## src/sv/lpr_pkg.sv

```systemverilog
package lpr_pkg;

	// default coordinate width
	localparam int COORD_BITS_DEF = 10;

	// pen color width (rgb565)
	localparam int COLOR_BITS = 16;

	// depth of the command queue between front and back
	localparam int QUEUE_DEPTH_DEF = 2;

	// configuration port
	localparam int APB_ADDR_BITS = 3;
	localparam int APB_DATA_BITS = 32;
	localparam logic [0:0] REG_DRAW_COLOR = 1'b0;

	// item modes
	localparam logic MODE_LOAD = 1'b0;
	localparam logic MODE_STEP = 1'b1;

	// two-bit step directions, two's complement
	localparam logic [1:0] DIR_NONE = 2'b00;
	localparam logic [1:0] DIR_POS  = 2'b01;
	localparam logic [1:0] DIR_NEG  = 2'b11;

endpackage

```

## src/sv/lpr_if.sv

```systemverilog
// command channel: load or step items
interface lpr_cmd_if #(
	parameter int CW = 10
);
	logic          valid;
	logic          ready;
	logic          mode;
	logic [CW-1:0] x_start;
	logic [CW-1:0] y_start;
	logic [CW-1:0] x_end;
	logic [CW-1:0] y_end;

	modport source (output valid, output mode, output x_start, output y_start,
		output x_end, output y_end, input ready);
	modport sink (input valid, input mode, input x_start, input y_start,
		input x_end, input y_end, output ready);
endinterface

// pixel channel: one rasterized pixel per transfer
interface lpr_pix_if import lpr_pkg::*; #(
	parameter int CW = 10
);
	logic                  valid;
	logic                  ready;
	logic [CW-1:0]         pixel_x;
	logic [CW-1:0]         pixel_y;
	logic [COLOR_BITS-1:0] pixel_color;
	logic                  last_pixel;

	modport source (output valid, output pixel_x, output pixel_y, output pixel_color,
		output last_pixel, input ready);
	modport sink (input valid, input pixel_x, input pixel_y, input pixel_color,
		input last_pixel, output ready);
endinterface

```

## src/sv/lpr_front.sv

```systemverilog
module lpr_front import lpr_pkg::*; #(
	parameter int  CW = COORD_BITS_DEF,
	parameter type cmd_t = logic
) (
	lpr_cmd_if.sink cmd,
	input  logic    q_full,
	output logic    q_push,
	output cmd_t    q_data
);

	logic [CW-1:0] adx;
	logic [CW-1:0] ady;
	logic [1:0]    dcol;
	logic [1:0]    drow;

	// accept whenever the queue has room
	assign cmd.ready = !q_full;
	assign q_push    = cmd.valid && !q_full;

	// column delta and direction
	always_comb begin
		if (cmd.x_end > cmd.x_start) begin
			adx  = cmd.x_end - cmd.x_start;
			dcol = DIR_POS;
		end else if (cmd.x_end < cmd.x_start) begin
			adx  = cmd.x_start - cmd.x_end;
			dcol = DIR_NEG;
		end else begin
			adx  = '0;
			dcol = DIR_NONE;
		end
	end

	// row delta and direction
	always_comb begin
		if (cmd.y_end > cmd.y_start) begin
			ady  = cmd.y_end - cmd.y_start;
			drow = DIR_POS;
		end else if (cmd.y_end < cmd.y_start) begin
			ady  = cmd.y_start - cmd.y_end;
			drow = DIR_NEG;
		end else begin
			ady  = '0;
			drow = DIR_NONE;
		end
	end

	// classified command for the back end
	always_comb begin
		q_data.mode  = cmd.mode;
		q_data.x0    = cmd.x_start;
		q_data.y0    = cmd.y_start;
		q_data.adx   = adx;
		q_data.ady   = ady;
		q_data.dcol  = dcol;
		q_data.drow  = drow;
		q_data.major = (adx > ady) ? adx : ady;
	end

endmodule

```

## src/sv/lpr_queue.sv

```systemverilog
module lpr_queue import lpr_pkg::*; #(
	parameter int  DEPTH = QUEUE_DEPTH_DEF,
	parameter type cmd_t = logic
) (
	input  logic clk,
	input  logic arst_n,
	input  logic push,
	input  cmd_t wr_data,
	output logic full,
	input  logic pop,
	output logic rd_valid,
	output cmd_t rd_data
);

	localparam int PW = (DEPTH > 1) ? $clog2(DEPTH) : 1;
	localparam int NW = $clog2(DEPTH + 1);
	localparam logic [PW-1:0] LAST_SLOT = PW'(DEPTH - 1);
	localparam logic [NW-1:0] FULL_CNT  = NW'(DEPTH);

	cmd_t          mem_q [DEPTH];
	logic [PW-1:0] wr_ptr_q;
	logic [PW-1:0] rd_ptr_q;
	logic [NW-1:0] count_q;

	assign full     = (count_q == FULL_CNT);
	assign rd_valid = (count_q != '0);
	assign rd_data  = mem_q[rd_ptr_q];

	// entry storage
	always_ff @(posedge clk) begin
		if (push) begin
			mem_q[wr_ptr_q] <= wr_data;
		end
	end

	// pointers and fill count
	always_ff @(posedge clk or negedge arst_n) begin
		if (!arst_n) begin
			wr_ptr_q <= '0;
			rd_ptr_q <= '0;
			count_q  <= '0;
		end else begin
			if (push) begin
				wr_ptr_q <= (wr_ptr_q == LAST_SLOT) ? '0 : wr_ptr_q + 1'b1;
			end
			if (pop) begin
				rd_ptr_q <= (rd_ptr_q == LAST_SLOT) ? '0 : rd_ptr_q + 1'b1;
			end
			if (push && !pop) begin
				count_q <= count_q + 1'b1;
			end else if (pop && !push) begin
				count_q <= count_q - 1'b1;
			end
		end
	end

endmodule

```

## src/sv/lpr_back.sv

```systemverilog
module lpr_back import lpr_pkg::*; #(
	parameter int  CW = COORD_BITS_DEF,
	parameter type cmd_t = logic
) (
	input  logic                  clk,
	input  logic                  arst_n,
	input  logic [COLOR_BITS-1:0] color,
	input  logic                  q_valid,
	input  cmd_t                  q_data,
	output logic                  q_pop,
	lpr_pix_if.source             pix
);

	localparam int EW = CW + 2;
	localparam int LW = CW + 1;

	logic [CW-1:0] cur_col_q;
	logic [CW-1:0] cur_row_q;
	logic [EW-1:0] err_col_q;
	logic [EW-1:0] err_row_q;
	logic [CW-1:0] abs_dx_q;
	logic [CW-1:0] abs_dy_q;
	logic [1:0]    dir_col_q;
	logic [1:0]    dir_row_q;
	logic [CW-1:0] major_q;
	logic [LW-1:0] left_q;
	logic          active_q;

	logic                  out_valid_q;
	logic [CW-1:0]         out_x_q;
	logic [CW-1:0]         out_y_q;
	logic [COLOR_BITS-1:0] out_color_q;
	logic                  out_last_q;

	logic          slot_free;
	logic          is_load;
	logic          emit;
	logic          last;
	logic [EW-1:0] col_sum;
	logic [EW-1:0] row_sum;
	logic          col_hit;
	logic          row_hit;
	logic [EW-1:0] err_col_nxt;
	logic [EW-1:0] err_row_nxt;
	logic [CW-1:0] cur_col_nxt;
	logic [CW-1:0] cur_row_nxt;

	// move a coordinate one step, wrapping
	function automatic logic [CW-1:0] step_coord(input logic [CW-1:0] pos,
		input logic [1:0] dir);
		logic [CW-1:0] res;
		case (dir)
			DIR_POS: res = pos + 1'b1;
			DIR_NEG: res = pos - 1'b1;
			default: res = pos;
		endcase
		return res;
	endfunction

	// pop when the output register can take a pixel
	assign slot_free = !out_valid_q || pix.ready;
	assign q_pop     = q_valid && slot_free;
	assign is_load   = (q_data.mode == MODE_LOAD);
	assign emit      = q_pop && !is_load && active_q;
	assign last      = (left_q <= LW'(1));

	// error accumulation on both axes
	always_comb begin
		col_sum     = err_col_q + {2'b00, abs_dx_q};
		row_sum     = err_row_q + {2'b00, abs_dy_q};
		col_hit     = (col_sum > {2'b00, major_q});
		row_hit     = (row_sum > {2'b00, major_q});
		err_col_nxt = col_hit ? col_sum - {2'b00, major_q} : col_sum;
		err_row_nxt = row_hit ? row_sum - {2'b00, major_q} : row_sum;
		cur_col_nxt = col_hit ? step_coord(cur_col_q, dir_col_q) : cur_col_q;
		cur_row_nxt = row_hit ? step_coord(cur_row_q, dir_row_q) : cur_row_q;
	end

	// line control state
	always_ff @(posedge clk or negedge arst_n) begin
		if (!arst_n) begin
			active_q    <= 1'b0;
			left_q      <= '0;
			out_valid_q <= 1'b0;
		end else begin
			if (slot_free) begin
				out_valid_q <= emit;
			end
			if (q_pop && is_load) begin
				active_q <= 1'b1;
				left_q   <= {1'b0, q_data.major} + LW'(2);
			end else if (emit) begin
				if (last) begin
					active_q <= 1'b0;
					left_q   <= '0;
				end else begin
					left_q <= left_q - 1'b1;
				end
			end
		end
	end

	// line datapath
	always_ff @(posedge clk) begin
		if (q_pop && is_load) begin
			cur_col_q <= q_data.x0;
			cur_row_q <= q_data.y0;
			err_col_q <= '0;
			err_row_q <= '0;
			abs_dx_q  <= q_data.adx;
			abs_dy_q  <= q_data.ady;
			dir_col_q <= q_data.dcol;
			dir_row_q <= q_data.drow;
			major_q   <= q_data.major;
		end else if (emit) begin
			cur_col_q <= cur_col_nxt;
			cur_row_q <= cur_row_nxt;
			err_col_q <= err_col_nxt;
			err_row_q <= err_row_nxt;
		end
	end

	// output register payload
	always_ff @(posedge clk) begin
		if (emit) begin
			out_x_q     <= cur_col_q;
			out_y_q     <= cur_row_q;
			out_color_q <= color;
			out_last_q  <= last;
		end
	end

	assign pix.valid       = out_valid_q;
	assign pix.pixel_x     = out_x_q;
	assign pix.pixel_y     = out_y_q;
	assign pix.pixel_color = out_color_q;
	assign pix.last_pixel  = out_last_q;

endmodule

```

## src/sv/line_pixel_rasterizer.sv

```systemverilog
// Line rasterizer: a load command (mode 0) latches two endpoints and emits nothing; each
// step command (mode 1) emits one pixel in the pen color while a line is active, and a
// line of major length n gives n+2 pixels (start point twice, last one flagged). Steps
// with no active line give nothing. While neither side stalls, the block takes one command
// per clock and delivers one pixel per clock. A step command is registered in a command
// queue entry and its pixel in the pixel output register before the pixel transfer.
// The back end does one error add, compare and subtract per axis for each pixel in
// combinational logic; the two-entry command queue in front of it and the pixel output
// register decouple the two sides, so a pixel stall holds up commands only once the queue
// fills. cmd.ready drops only when the queue is full. The pen color is at byte address 0
// of the register port and is sampled when a pixel is produced.
module line_pixel_rasterizer import lpr_pkg::*; #(
	parameter int COORD_BITS  = COORD_BITS_DEF,
	parameter int QUEUE_DEPTH = QUEUE_DEPTH_DEF
) (
	input  logic                     clk,
	input  logic                     arst_n,
	lpr_cmd_if.sink                  cmd,
	lpr_pix_if.source                pix,
	input  logic                     psel,
	input  logic                     penable,
	input  logic                     pwrite,
	input  logic [APB_ADDR_BITS-1:0] paddr,
	input  logic [APB_DATA_BITS-1:0] pwdata,
	output logic [APB_DATA_BITS-1:0] prdata,
	output logic                     pready
);

	typedef struct packed {
		logic                  mode;
		logic [COORD_BITS-1:0] x0;
		logic [COORD_BITS-1:0] y0;
		logic [COORD_BITS-1:0] adx;
		logic [COORD_BITS-1:0] ady;
		logic [1:0]            dcol;
		logic [1:0]            drow;
		logic [COORD_BITS-1:0] major;
	} lpr_cmd_t;

	logic [COLOR_BITS-1:0] color_q;
	logic                  cfg_wr;
	logic                  q_full;
	logic                  q_push;
	logic                  q_pop;
	logic                  q_valid;
	lpr_cmd_t              q_wr_data;
	lpr_cmd_t              q_rd_data;

	// register port
	assign pready = 1'b1;
	assign cfg_wr = psel && penable && pwrite && (paddr[2] == REG_DRAW_COLOR);
	assign prdata = (paddr[2] == REG_DRAW_COLOR) ?
		{{(APB_DATA_BITS-COLOR_BITS){1'b0}}, color_q} : '0;

	always_ff @(posedge clk or negedge arst_n) begin
		if (!arst_n) begin
			color_q <= '0;
		end else if (cfg_wr) begin
			color_q <= pwdata[COLOR_BITS-1:0];
		end
	end

	lpr_front #(
		.CW    (COORD_BITS),
		.cmd_t (lpr_cmd_t)
	) u_front (
		.cmd    (cmd),
		.q_full (q_full),
		.q_push (q_push),
		.q_data (q_wr_data)
	);

	lpr_queue #(
		.DEPTH (QUEUE_DEPTH),
		.cmd_t (lpr_cmd_t)
	) u_queue (
		.clk      (clk),
		.arst_n   (arst_n),
		.push     (q_push),
		.wr_data  (q_wr_data),
		.full     (q_full),
		.pop      (q_pop),
		.rd_valid (q_valid),
		.rd_data  (q_rd_data)
	);

	lpr_back #(
		.CW    (COORD_BITS),
		.cmd_t (lpr_cmd_t)
	) u_back (
		.clk     (clk),
		.arst_n  (arst_n),
		.color   (color_q),
		.q_valid (q_valid),
		.q_data  (q_rd_data),
		.q_pop   (q_pop),
		.pix     (pix)
	);

`ifndef SYNTHESIS
	// input stalls only when the queue holds commands
	a_ready_full: assert property (@(posedge clk) disable iff (!arst_n)
		!cmd.ready |-> q_valid)
		else $error("command stalled with empty queue");

	// a new pixel only follows a queue pop
	a_pix_from_pop: assert property (@(posedge clk) disable iff (!arst_n)
		$rose(pix.valid) |-> $past(q_pop))
		else $error("pixel appeared without a queue pop");

	// pen color write lands next cycle
	a_color_write: assert property (@(posedge clk) disable iff (!arst_n)
		cfg_wr |=> (color_q == $past(pwdata[COLOR_BITS-1:0])))
		else $error("pen color write lost");
`endif

endmodule

```

## src/flat_wrapper.sv

```systemverilog
// flat-port wrapper written by rule: the top's interface ports become plain ports
module line_pixel_rasterizer_flat import lpr_pkg::*;
#(
	parameter int COORD_BITS  = COORD_BITS_DEF,
	parameter int QUEUE_DEPTH = QUEUE_DEPTH_DEF
)
  (clk, arst_n, psel, penable, pwrite, paddr, pwdata, prdata, pready, cmd_valid, cmd_mode, cmd_x_start, cmd_y_start, cmd_x_end, cmd_y_end, cmd_ready, pix_valid, pix_pixel_x, pix_pixel_y, pix_pixel_color, pix_last_pixel, pix_ready);
  lpr_cmd_if #(.CW((COORD_BITS_DEF))) cmd_i ();
  lpr_pix_if #(.CW((COORD_BITS_DEF))) pix_i ();
  input  logic clk;
  input  logic arst_n;
  input  logic psel;
  input  logic penable;
  input  logic pwrite;
  input  logic [APB_ADDR_BITS-1:0] paddr;
  input  logic [APB_DATA_BITS-1:0] pwdata;
  output logic [APB_DATA_BITS-1:0] prdata;
  output logic pready;
  input wire logic [$bits(cmd_i.valid)-1:0] cmd_valid;
  input wire logic [$bits(cmd_i.mode)-1:0] cmd_mode;
  input wire logic [$bits(cmd_i.x_start)-1:0] cmd_x_start;
  input wire logic [$bits(cmd_i.y_start)-1:0] cmd_y_start;
  input wire logic [$bits(cmd_i.x_end)-1:0] cmd_x_end;
  input wire logic [$bits(cmd_i.y_end)-1:0] cmd_y_end;
  output wire logic [$bits(cmd_i.ready)-1:0] cmd_ready;
  output wire logic [$bits(pix_i.valid)-1:0] pix_valid;
  output wire logic [$bits(pix_i.pixel_x)-1:0] pix_pixel_x;
  output wire logic [$bits(pix_i.pixel_y)-1:0] pix_pixel_y;
  output wire logic [$bits(pix_i.pixel_color)-1:0] pix_pixel_color;
  output wire logic [$bits(pix_i.last_pixel)-1:0] pix_last_pixel;
  input wire logic [$bits(pix_i.ready)-1:0] pix_ready;
  assign cmd_i.valid = cmd_valid;
  assign cmd_i.mode = cmd_mode;
  assign cmd_i.x_start = cmd_x_start;
  assign cmd_i.y_start = cmd_y_start;
  assign cmd_i.x_end = cmd_x_end;
  assign cmd_i.y_end = cmd_y_end;
  assign cmd_ready = cmd_i.ready;
  assign pix_valid = pix_i.valid;
  assign pix_pixel_x = pix_i.pixel_x;
  assign pix_pixel_y = pix_i.pixel_y;
  assign pix_pixel_color = pix_i.pixel_color;
  assign pix_last_pixel = pix_i.last_pixel;
  assign pix_i.ready = pix_ready;
  line_pixel_rasterizer #(.COORD_BITS(COORD_BITS), .QUEUE_DEPTH(QUEUE_DEPTH)) u_core (.clk(clk), .arst_n(arst_n), .cmd(cmd_i), .pix(pix_i), .psel(psel), .penable(penable), .pwrite(pwrite), .paddr(paddr), .pwdata(pwdata), .prdata(prdata), .pready(pready));
endmodule
```

## config.mk

```make
export PLATFORM = sky130hd
export DESIGN_NAME = line_pixel_rasterizer_flat
export DESIGN_NICKNAME = d
export VERILOG_FILES = /design/src/sv/lpr_pkg.sv /design/src/sv/lpr_if.sv /design/src/sv/lpr_front.sv /design/src/sv/lpr_queue.sv /design/src/sv/lpr_back.sv /design/src/sv/line_pixel_rasterizer.sv /design/src/flat_wrapper.sv
export SDC_FILE = /design/constraint.sdc
export NUM_CORES = 1
export LEC_CHECK = 0
export BUFFER_PORTS_ARGS = -buffer_cell sky130_fd_sc_hd__buf_2
export CAP_MARGIN = 20
export CORE_ASPECT_RATIO = 0.5
export CORE_MARGIN = 5
export CORE_UTILIZATION = 40
export DETAILED_ROUTE_END_ITERATION = 10
export SLEW_MARGIN = 0
export SYNTH_ARGS = -nofsm -noshare
export SYNTH_HDL_FRONTEND = slang
export SYNTH_SLANG_ARGS = --single-unit
```

## constraint.sdc

```tcl
create_clock -name clk -period 9.3 [get_ports clk]
set_input_delay 1.395 -clock clk [delete_from_list [all_inputs] [get_ports clk]]
set_output_delay 1.395 -clock clk [all_outputs]
set_load 0.005 [all_outputs]
```

==> results.md, run 1 <==
- Achievable frequency: 0.177 GHz
- Area growth from synthesis to final layout: 12.8%
- Ranking of synthesized cells by instance count: edfxtp_1 (201), ha_1 (108), inv_1 (103)
- Type of element launching the critical path: primary input
- Final-report max-slew violation count: 0
- Sw power: a little under 3 mW
- Utilization of the core after routing: a little under half
- Register area share after synthesis: about half
- Max-cap check violation count: 0
- Total congestion overflow after global routing: 0
- Outcome: finished clean
- Global-route total usage across every layer: about 17%
- Critical path, cell by cell: buf_2, inv_1, ha_1, fa_1, nor2b_1, o21ai_1, a21oi_2, nor3_4, o21ai_4, inv_4, and3_1, a211oi_1, inv_1, ha_1, a21o_1, a21o_1, a21oi_1, nor2_1, o21ai_1, buf_4, mux2_2
- Endpoint of the most critical register-to-register path: u_core.u_back.cur_row_q[4]
- Number of detailed-routing iterations run before antenna repair: 4
- WL/cell: about 18 um
- Via count of the first global-routing pass: roughly 10000
- Top Family by Delay on Critical Path: compound AO/OA/AOI/OAI gates
- Leakage power figure: 6.90 nW
- Clk sink count: ~260
- Worst voltage drop across the vdd grid: approximately 200 uV
- Highest cell delay on the worst timing path: between 400 and 500 ps
- Drt via density: ~5.3
- Post-CTS resize count: 0
- Initial antenna violation count: 1
- Kind of end point of the critical path: register
- Cell area after synthesis: approximately 0.015 mm2
- Relative slew slack: about two fifths
- Deepest clock path buffer count: 3
- CP Data Arrival Time: 5940 ps
- Post-synthesis async set-or-reset flop share: around an eighth
- Final count of hold timing violations: 0
- Number of placement rows: approximately 50
- Die Y-Extent: around 150 um
- Biggest area contributors in the synthesized netlist: edfxtp_1 (41%), ha_1 (9.1%), dfrtp_1 (5.6%), mux2_2 (4.3%), dfxtp_1 (3.2%)
- Worst Hold Depth: 0
- CTS tree: done
- Sequential share of power: between 20 and 30%
- Count of pins on the block boundary: 155
- Pint: 4.11 mW
- Standard cell with the maximum stage delay on the critical path: o21ai_1
- Wire length of the first global-routing pass: about 55 mm
- Avg Cell Area, Syn: about 11 um2
- Clock latency on the worst-skew pair: 550 ps
- Register bit total from synthesis: between 200 and 300
- Post-Route Setup TNS: 0 ps
- H-tree levels: 1
- Post-layout net count: 1627
- R2R cell count: 14
- Switching fraction of total power: between 40% and 50%
- Worst hold-check path type: register to register
- Drt total wl: between 30 and 40 mm
- Setup repair after global routing missed its margin: false
- Worst hold path endpoint: u_core.u_back.pix.pixel_x[4]
- Initial core utilization: ~40%
- Number of buffers inserted to repair setup after CTS: 0
- Area share of the leading cell type in the synthesized netlist: between 40 and 50%
- Clock buffer count from CTS: 26
- Distinct cells, synth: 82
- Post-detail-place hpwl: 25.3 mm
- Fraction of power consumed by combinational cells: 55.9%
- Ant. Diodes: 0
- Critical register-to-register path startpoint: u_core.u_back.abs_dy_q[0]
- Worst setup timing slack at the placement stage: 2850 ps
- CP bufs+invs: 5
- Reg2reg setup slack: 4830 ps
- Final Wtd Congestion: roughly 0.84
- Core Region: ~0.036 mm2
- Shortest period the worst path allows: around 5700 ps
- Gate count after technology mapping: between 1000 and 1500
- Crit Path Max Fanout: 10
- Most used flip-flop cell after synthesis: edfxtp_1
- Type of the worst setup path: primary input to register
- I/O Buffers: ~120
- Clk network pwr share: about 15%
- Worst hold path startpoint: u_core.u_back.cur_col_q[4]
- Cell accounting for the most synthesized area: edfxtp_1
- Via Count: slightly above 10000
- Number of buffers inserted by hold repair at cts: 0
- Iteration-0 DRC count of the detailed router: between 500 and 600
- Overall die width: about 280 um
- Cell Pwr Density: about 420 mW/mm2
- Worst Tran Pin Value: around 880 ps
- Root Buffer: clkbuf_16
- Clock slew at the register clock pins of the worst setup and hold paths: ~60 ps
- Count of nets left with antenna violations after detail routing: 0
- Die area: a little over 0.04 mm2
- Period utilization: about 61%
- Pin count of the biggest net entering global routing: 66
- Most numerous cell in the Yosys netlist: edfxtp_1
- Final Setup Violations: 0
- Number of synthesized flops with an enable pin: between 200 and 250
- Required time at the worst-slack endpoint: around 9600 ps
- Clock Skew: 20.8 ps
- Final worst setup slack: 3640 ps
- Share of layout cells above drive strength 1: 18.8%
- Yosys warnings: 0
- Number of design rule violations left after detail routing: 0
==> area by class of cell <==
| class | count | area [um2] |
|---|---|---|
| fillers | 3337 | 19500 |
| repair buffers | 129 | 671 |
| clock inverters | 18 | 168 |
| inverters | 107 | 404 |
| clock buffers | 30 | 697 |
| well taps | 484 | 606 |
| multi-input cells | 904 | 6800 |
| flip-flops and latches | 258 | 7340 |
==> power groups by stage <==
stage	sequential, mW	combinational, mW	clock (mW)
3_5_place_dp	2.08	3.93	0
6_report	2.06	3.94	1.06
4_1_cts	2.06	3.97	1.09
2_1_floorplan	2.02	3.05	0
5_1_grt	2.10	4.40	1.13
3_3_place_gp	2.06	3.85	0
==> cell families (layout without fill, tap and decap cells) <==
kind of cell,Yosys count,count (layout),synth area share (%)
AND/OR/NAND/NOR,308,308,10.7
AO/OA/AOI/OAI,301,301,13.3
flip-flops,258,258,49.6
buffers and inverters,161,284,4.80
adder cells (fa/ha/maj),118,118,10.5
multiplexers,99,99,7.29
XOR/XNOR,61,61,3.66
other,2,17,0.0508
==> worst max-delay path by stage <==
stage / slack (ps) / to / cells after the start / start
after floorplan: 4110 / u_core.u_queue.mem_q[0][2] / 20 / cmd_x_end[0]
after global placement: 2830 / u_core.u_queue.mem_q[0][9] / 17 / cmd_x_start[6]
after detailed placement: 2850 / u_core.u_queue.mem_q[0][9] / 17 / cmd_x_start[6]
after CTS: 3420 / u_core.u_queue.mem_q[1][9] / 17 / cmd_x_start[6]
after global routing: 3270 / u_core.u_queue.mem_q[1][9] / 18 / cmd_x_start[6]
final: 3640 / u_core.u_queue.mem_q[1][9] / 21 / cmd_x_end[0]
==> state kept, by name, indices dropped and copies added (netlist names), 2 cells and up <==
name                           count
u_core.u_back.err_row_q           12
u_core.u_back.dir_col_q            2
u_core.u_back.major_q             10
u_core.u_back.abs_dy_q            10
u_core.u_back.dir_row_q            2
u_core.u_back.pix.pixel_x         10
u_core.u_back.left_q              11
u_core.u_queue.mem_q             110
u_core.color_q                    16
u_core.u_back.cur_row_q           10
u_core.u_back.err_col_q           12
u_core.u_back.cur_col_q           10
u_core.u_back.pix.pixel_y         10
u_core.u_back.abs_dx_q            10
u_core.u_queue.count_q             2
u_core.u_back.pix.pixel_color     16
==> worst register-to-register path, cell delays in order, from the launching register on <==
cell,delay [ps]
edfxtp_1,490
ha_1,290
fa_1,420
a21oi_1,200
nand4b_1,180
nand2_1,80
xor2_1,160
ha_1,340
o21ai_0,190
a21oi_1,60
nor3_1,350
o21ai_0,320
nor3_4,680
o21ai_0,220
buf_4,240
==> metal layers <==
metal / up-vias / wire length (um) / GRT usage (%)
met1: 5012 / 15900 / 22.2
met2: 174 / 16500 / 28.3
li1: 4983 / - / -
met3: 51 / 1260 / 2.73
met4: 0 / 732 / 3.79
met5: - / 0 / 0
==> metrics by stage <==
| stage | cells | cell area (um2) | hold WS (ps) | total power, mW |
|---|---|---|---|---|
| after detailed placement | 1881 | 15800 | 448 | 6.02 |
| after CTS | 1929 | 16700 | 465 | 7.11 |
| after floorplan | 1323 | 14800 | 433 | 5.07 |
| final | 1930 | 16700 | 463 | 7.05 |
| after global placement | 1881 | 15800 | 441 | 5.92 |
| after global routing | 1930 | 16700 | 472 | 7.63 |
==> cell usage in the layout, fill, tap and decap left out, drive strengths merged, types with 38 or more instances in the layout <==
master  count
o21ai      67
mux2i      38
xnor2      41
a21oi      91
edfxtp    201
buf       129
inv       109
nand2      51
nor2       87
ha        108
mux2       61
nor2b      40
No activity file was read; power rests on OpenSTA's default activity.
==> inputs of run 2 (changes only) <==
clock period = 5.3 ns   (was 9.3 ns; I/O delays follow)
==> run 2 against run 1 <==
  * Core utilization about the same
  * Clock skew is 4.1 ps lower
  * First-iteration DRC count is 28% higher
  * Global-route usage up 0.11 points
  * Count of clock-buffer cells in the layout rose by 1
  * Die area unchanged
  * Combinational power up 78%
  * Largest cell class unchanged
==> results.md, run 2 (synthesized netlist as in run 1, its figures left out) <==
- Kind of end point of the critical path: register
- Initial antenna violation count: 1
- Area growth from synthesis to final layout: 12.8%
- Utilization of the core after routing: 46.1%
- Global-route total usage across every layer: between 10% and 20%
- Count of pins on the block boundary: between 150 and 200
- Clock buffer count from CTS: 25
- Root Buffer: clkbuf_16
- Deepest clock path buffer count: 3
- Share of layout cells above drive strength 1: 19.0%
- Post-Route Setup TNS: 0 ps
- Most common cell after layout, fill and taps aside: edfxtp_1
- Highest cell delay on the worst timing path: around 470 ps
- Number of buffers inserted to repair setup after CTS: 0
- Via count of the first global-routing pass: 10200
- Worst Tran Pin Value: just over 1000 ps
- Top Family by Delay on Critical Path: simple AND/OR/NAND/NOR gates
- Iteration-0 DRC count of the detailed router: 720
- Final count of hold timing violations: 0
- Largest register FFs: 110
- Overall die width: 282 um
- Crit Path Max Fanout: 12
- Most flop-heavy register: u_core.u_queue.mem_q
- Required time at the worst-slack endpoint: around 5600 ps
- Cell Pwr Density: 741 mW/mm2
- Drt total wl: 34.6 mm
- Post-CTS resize count: 0
- WL/cell: 17.9 um
- Die area: slightly above 0.04 mm2
- Clock slew at the register clock pins of the worst setup and hold paths: 70 ps
- Shortest period the worst path allows: roughly 4500 ps
- Type of element launching the critical path: primary input
- Clk sink count: about 260
- Setup repair after global routing missed its margin: false
- Clock latency on the worst-skew pair: between 500 and 600 ps
- Worst hold-check path type: primary input to asynchronous set/reset pin
- Critical path, cell by cell: buf_2, inv_1, ha_1, nand4_1, nor4_2, nor2_1, o31a_1, or2_0, a221oi_1, o21bai_2, ha_1, a21oi_1, nor2b_1, o21ai_0, nand3b_1, o21ai_1, buf_4, mux2_2
- Top library cells by usage in the layout, fill and taps aside: edfxtp_1 (201), buf_2 (119), ha_1 (108)
- Number of design rule violations left after detail routing: 0
- Relative slew slack: between 30% and 40%
- H-tree levels: 1
- Count of nets left with antenna violations after detail routing: 0
- Die Y-Extent: approximately 150 um
- I/O Buffers: around 120
- Wire length of the first global-routing pass: 55.5 mm
- CP bufs+invs: 3
- Total congestion overflow after global routing: 0
- Clock Skew: ~17 ps
- Final Wtd Congestion: approximately 0.87
- Post-layout net count: about 1600
- CTS tree: done
- Pin count of the biggest net entering global routing: between 50 and 60
- Number of buffers inserted by hold repair at cts: 0
- Period utilization: 84.9%
- Core Region: roughly 0.036 mm2
- Via Count: 10200
- Type of the worst setup path: primary input to register
- Final Setup Violations: 0
- CP dominant cell by count: ha_1
- Number of detailed-routing iterations run before antenna repair: 4
- Number of placement rows: 49
- Max-cap check violation count: 0
- Final-report max-slew violation count: 0
- Standard cell with the maximum stage delay on the critical path: ha_1
- Outcome: finished clean
- Initial core utilization: about 41%
- CP Data Arrival Time: ~4800 ps
- Leakage power figure: a little under 7 nW
- Post-detail-place hpwl: about 26 mm
- Worst voltage drop across the vdd grid: between 400 and 500 uV
- Achievable frequency: about 0.22 GHz
- Drt via density: 5.26
- Sum of internal, switching and leakage power: roughly 12 mW
[run 2: where the power goes]
| group | internal (mW) | switching (mW) |
|---|---|---|
| sequential | 3.25 | 0.349 |
| combinational | 2.94 | 4.07 |
| clock | 0.995 | 0.767 |
[run 2: layer usage]
metal	vias up	GRT usage (%)	routed length (um)
met3	51	2.68	1350
met2	204	27.8	16300
met4	0	4.01	909
met5	-	0	0
met1	4946	22.9	16100
li1	4989	-	-
[run 2: worst paths after layout]
check / from / slack (ps) / end / cells past startpoint
max: cmd_y_end[5] / 800 / u_core.u_queue.mem_q[0][9] / 18
min: arst_n / 330 / u_core.u_back.active_q / 1
max reg2reg: u_core.u_back.abs_dx_q[0] / 1050 / u_core.u_back.cur_col_q[2] / 16
min reg2reg: u_core.u_back.cur_row_q[3] / 460 / u_core.u_back.pix.pixel_y[3] / 0
max in group asynchronous: arst_n / 4440 / u_core.u_queue.rd_ptr_q / 1
min in group clk: cmd_mode / 450 / u_core.u_queue.mem_q[1][54] / 1
[run 2: layout make-up]
class | count | area, um2
inverters | 107 | 404
clock buffers | 31 | 668
diodes | 1 | 2.50
well taps | 484 | 606
repair buffers | 137 | 731
fillers | 3337 | 19500
clock inverters | 14 | 131
flip-flops and latches | 258 | 7340
multi-input cells | 904 | 6800
[run 2: per-stage QoR]
| stage | area (um2) | setup slack (ps) | hold WS [ps] | instances |
|---|---|---|---|---|
| floorplan | 14800 | 710 | 433 | 1323 |
| global placement | 15900 | 302 | 441 | 1890 |
| detailed placement | 15900 | 236 | 447 | 1890 |
| CTS | 16700 | 824 | 340 | 1935 |
| global route | 16700 | 496 | 370 | 1936 |
| finish | 16700 | 800 | 334 | 1936 |
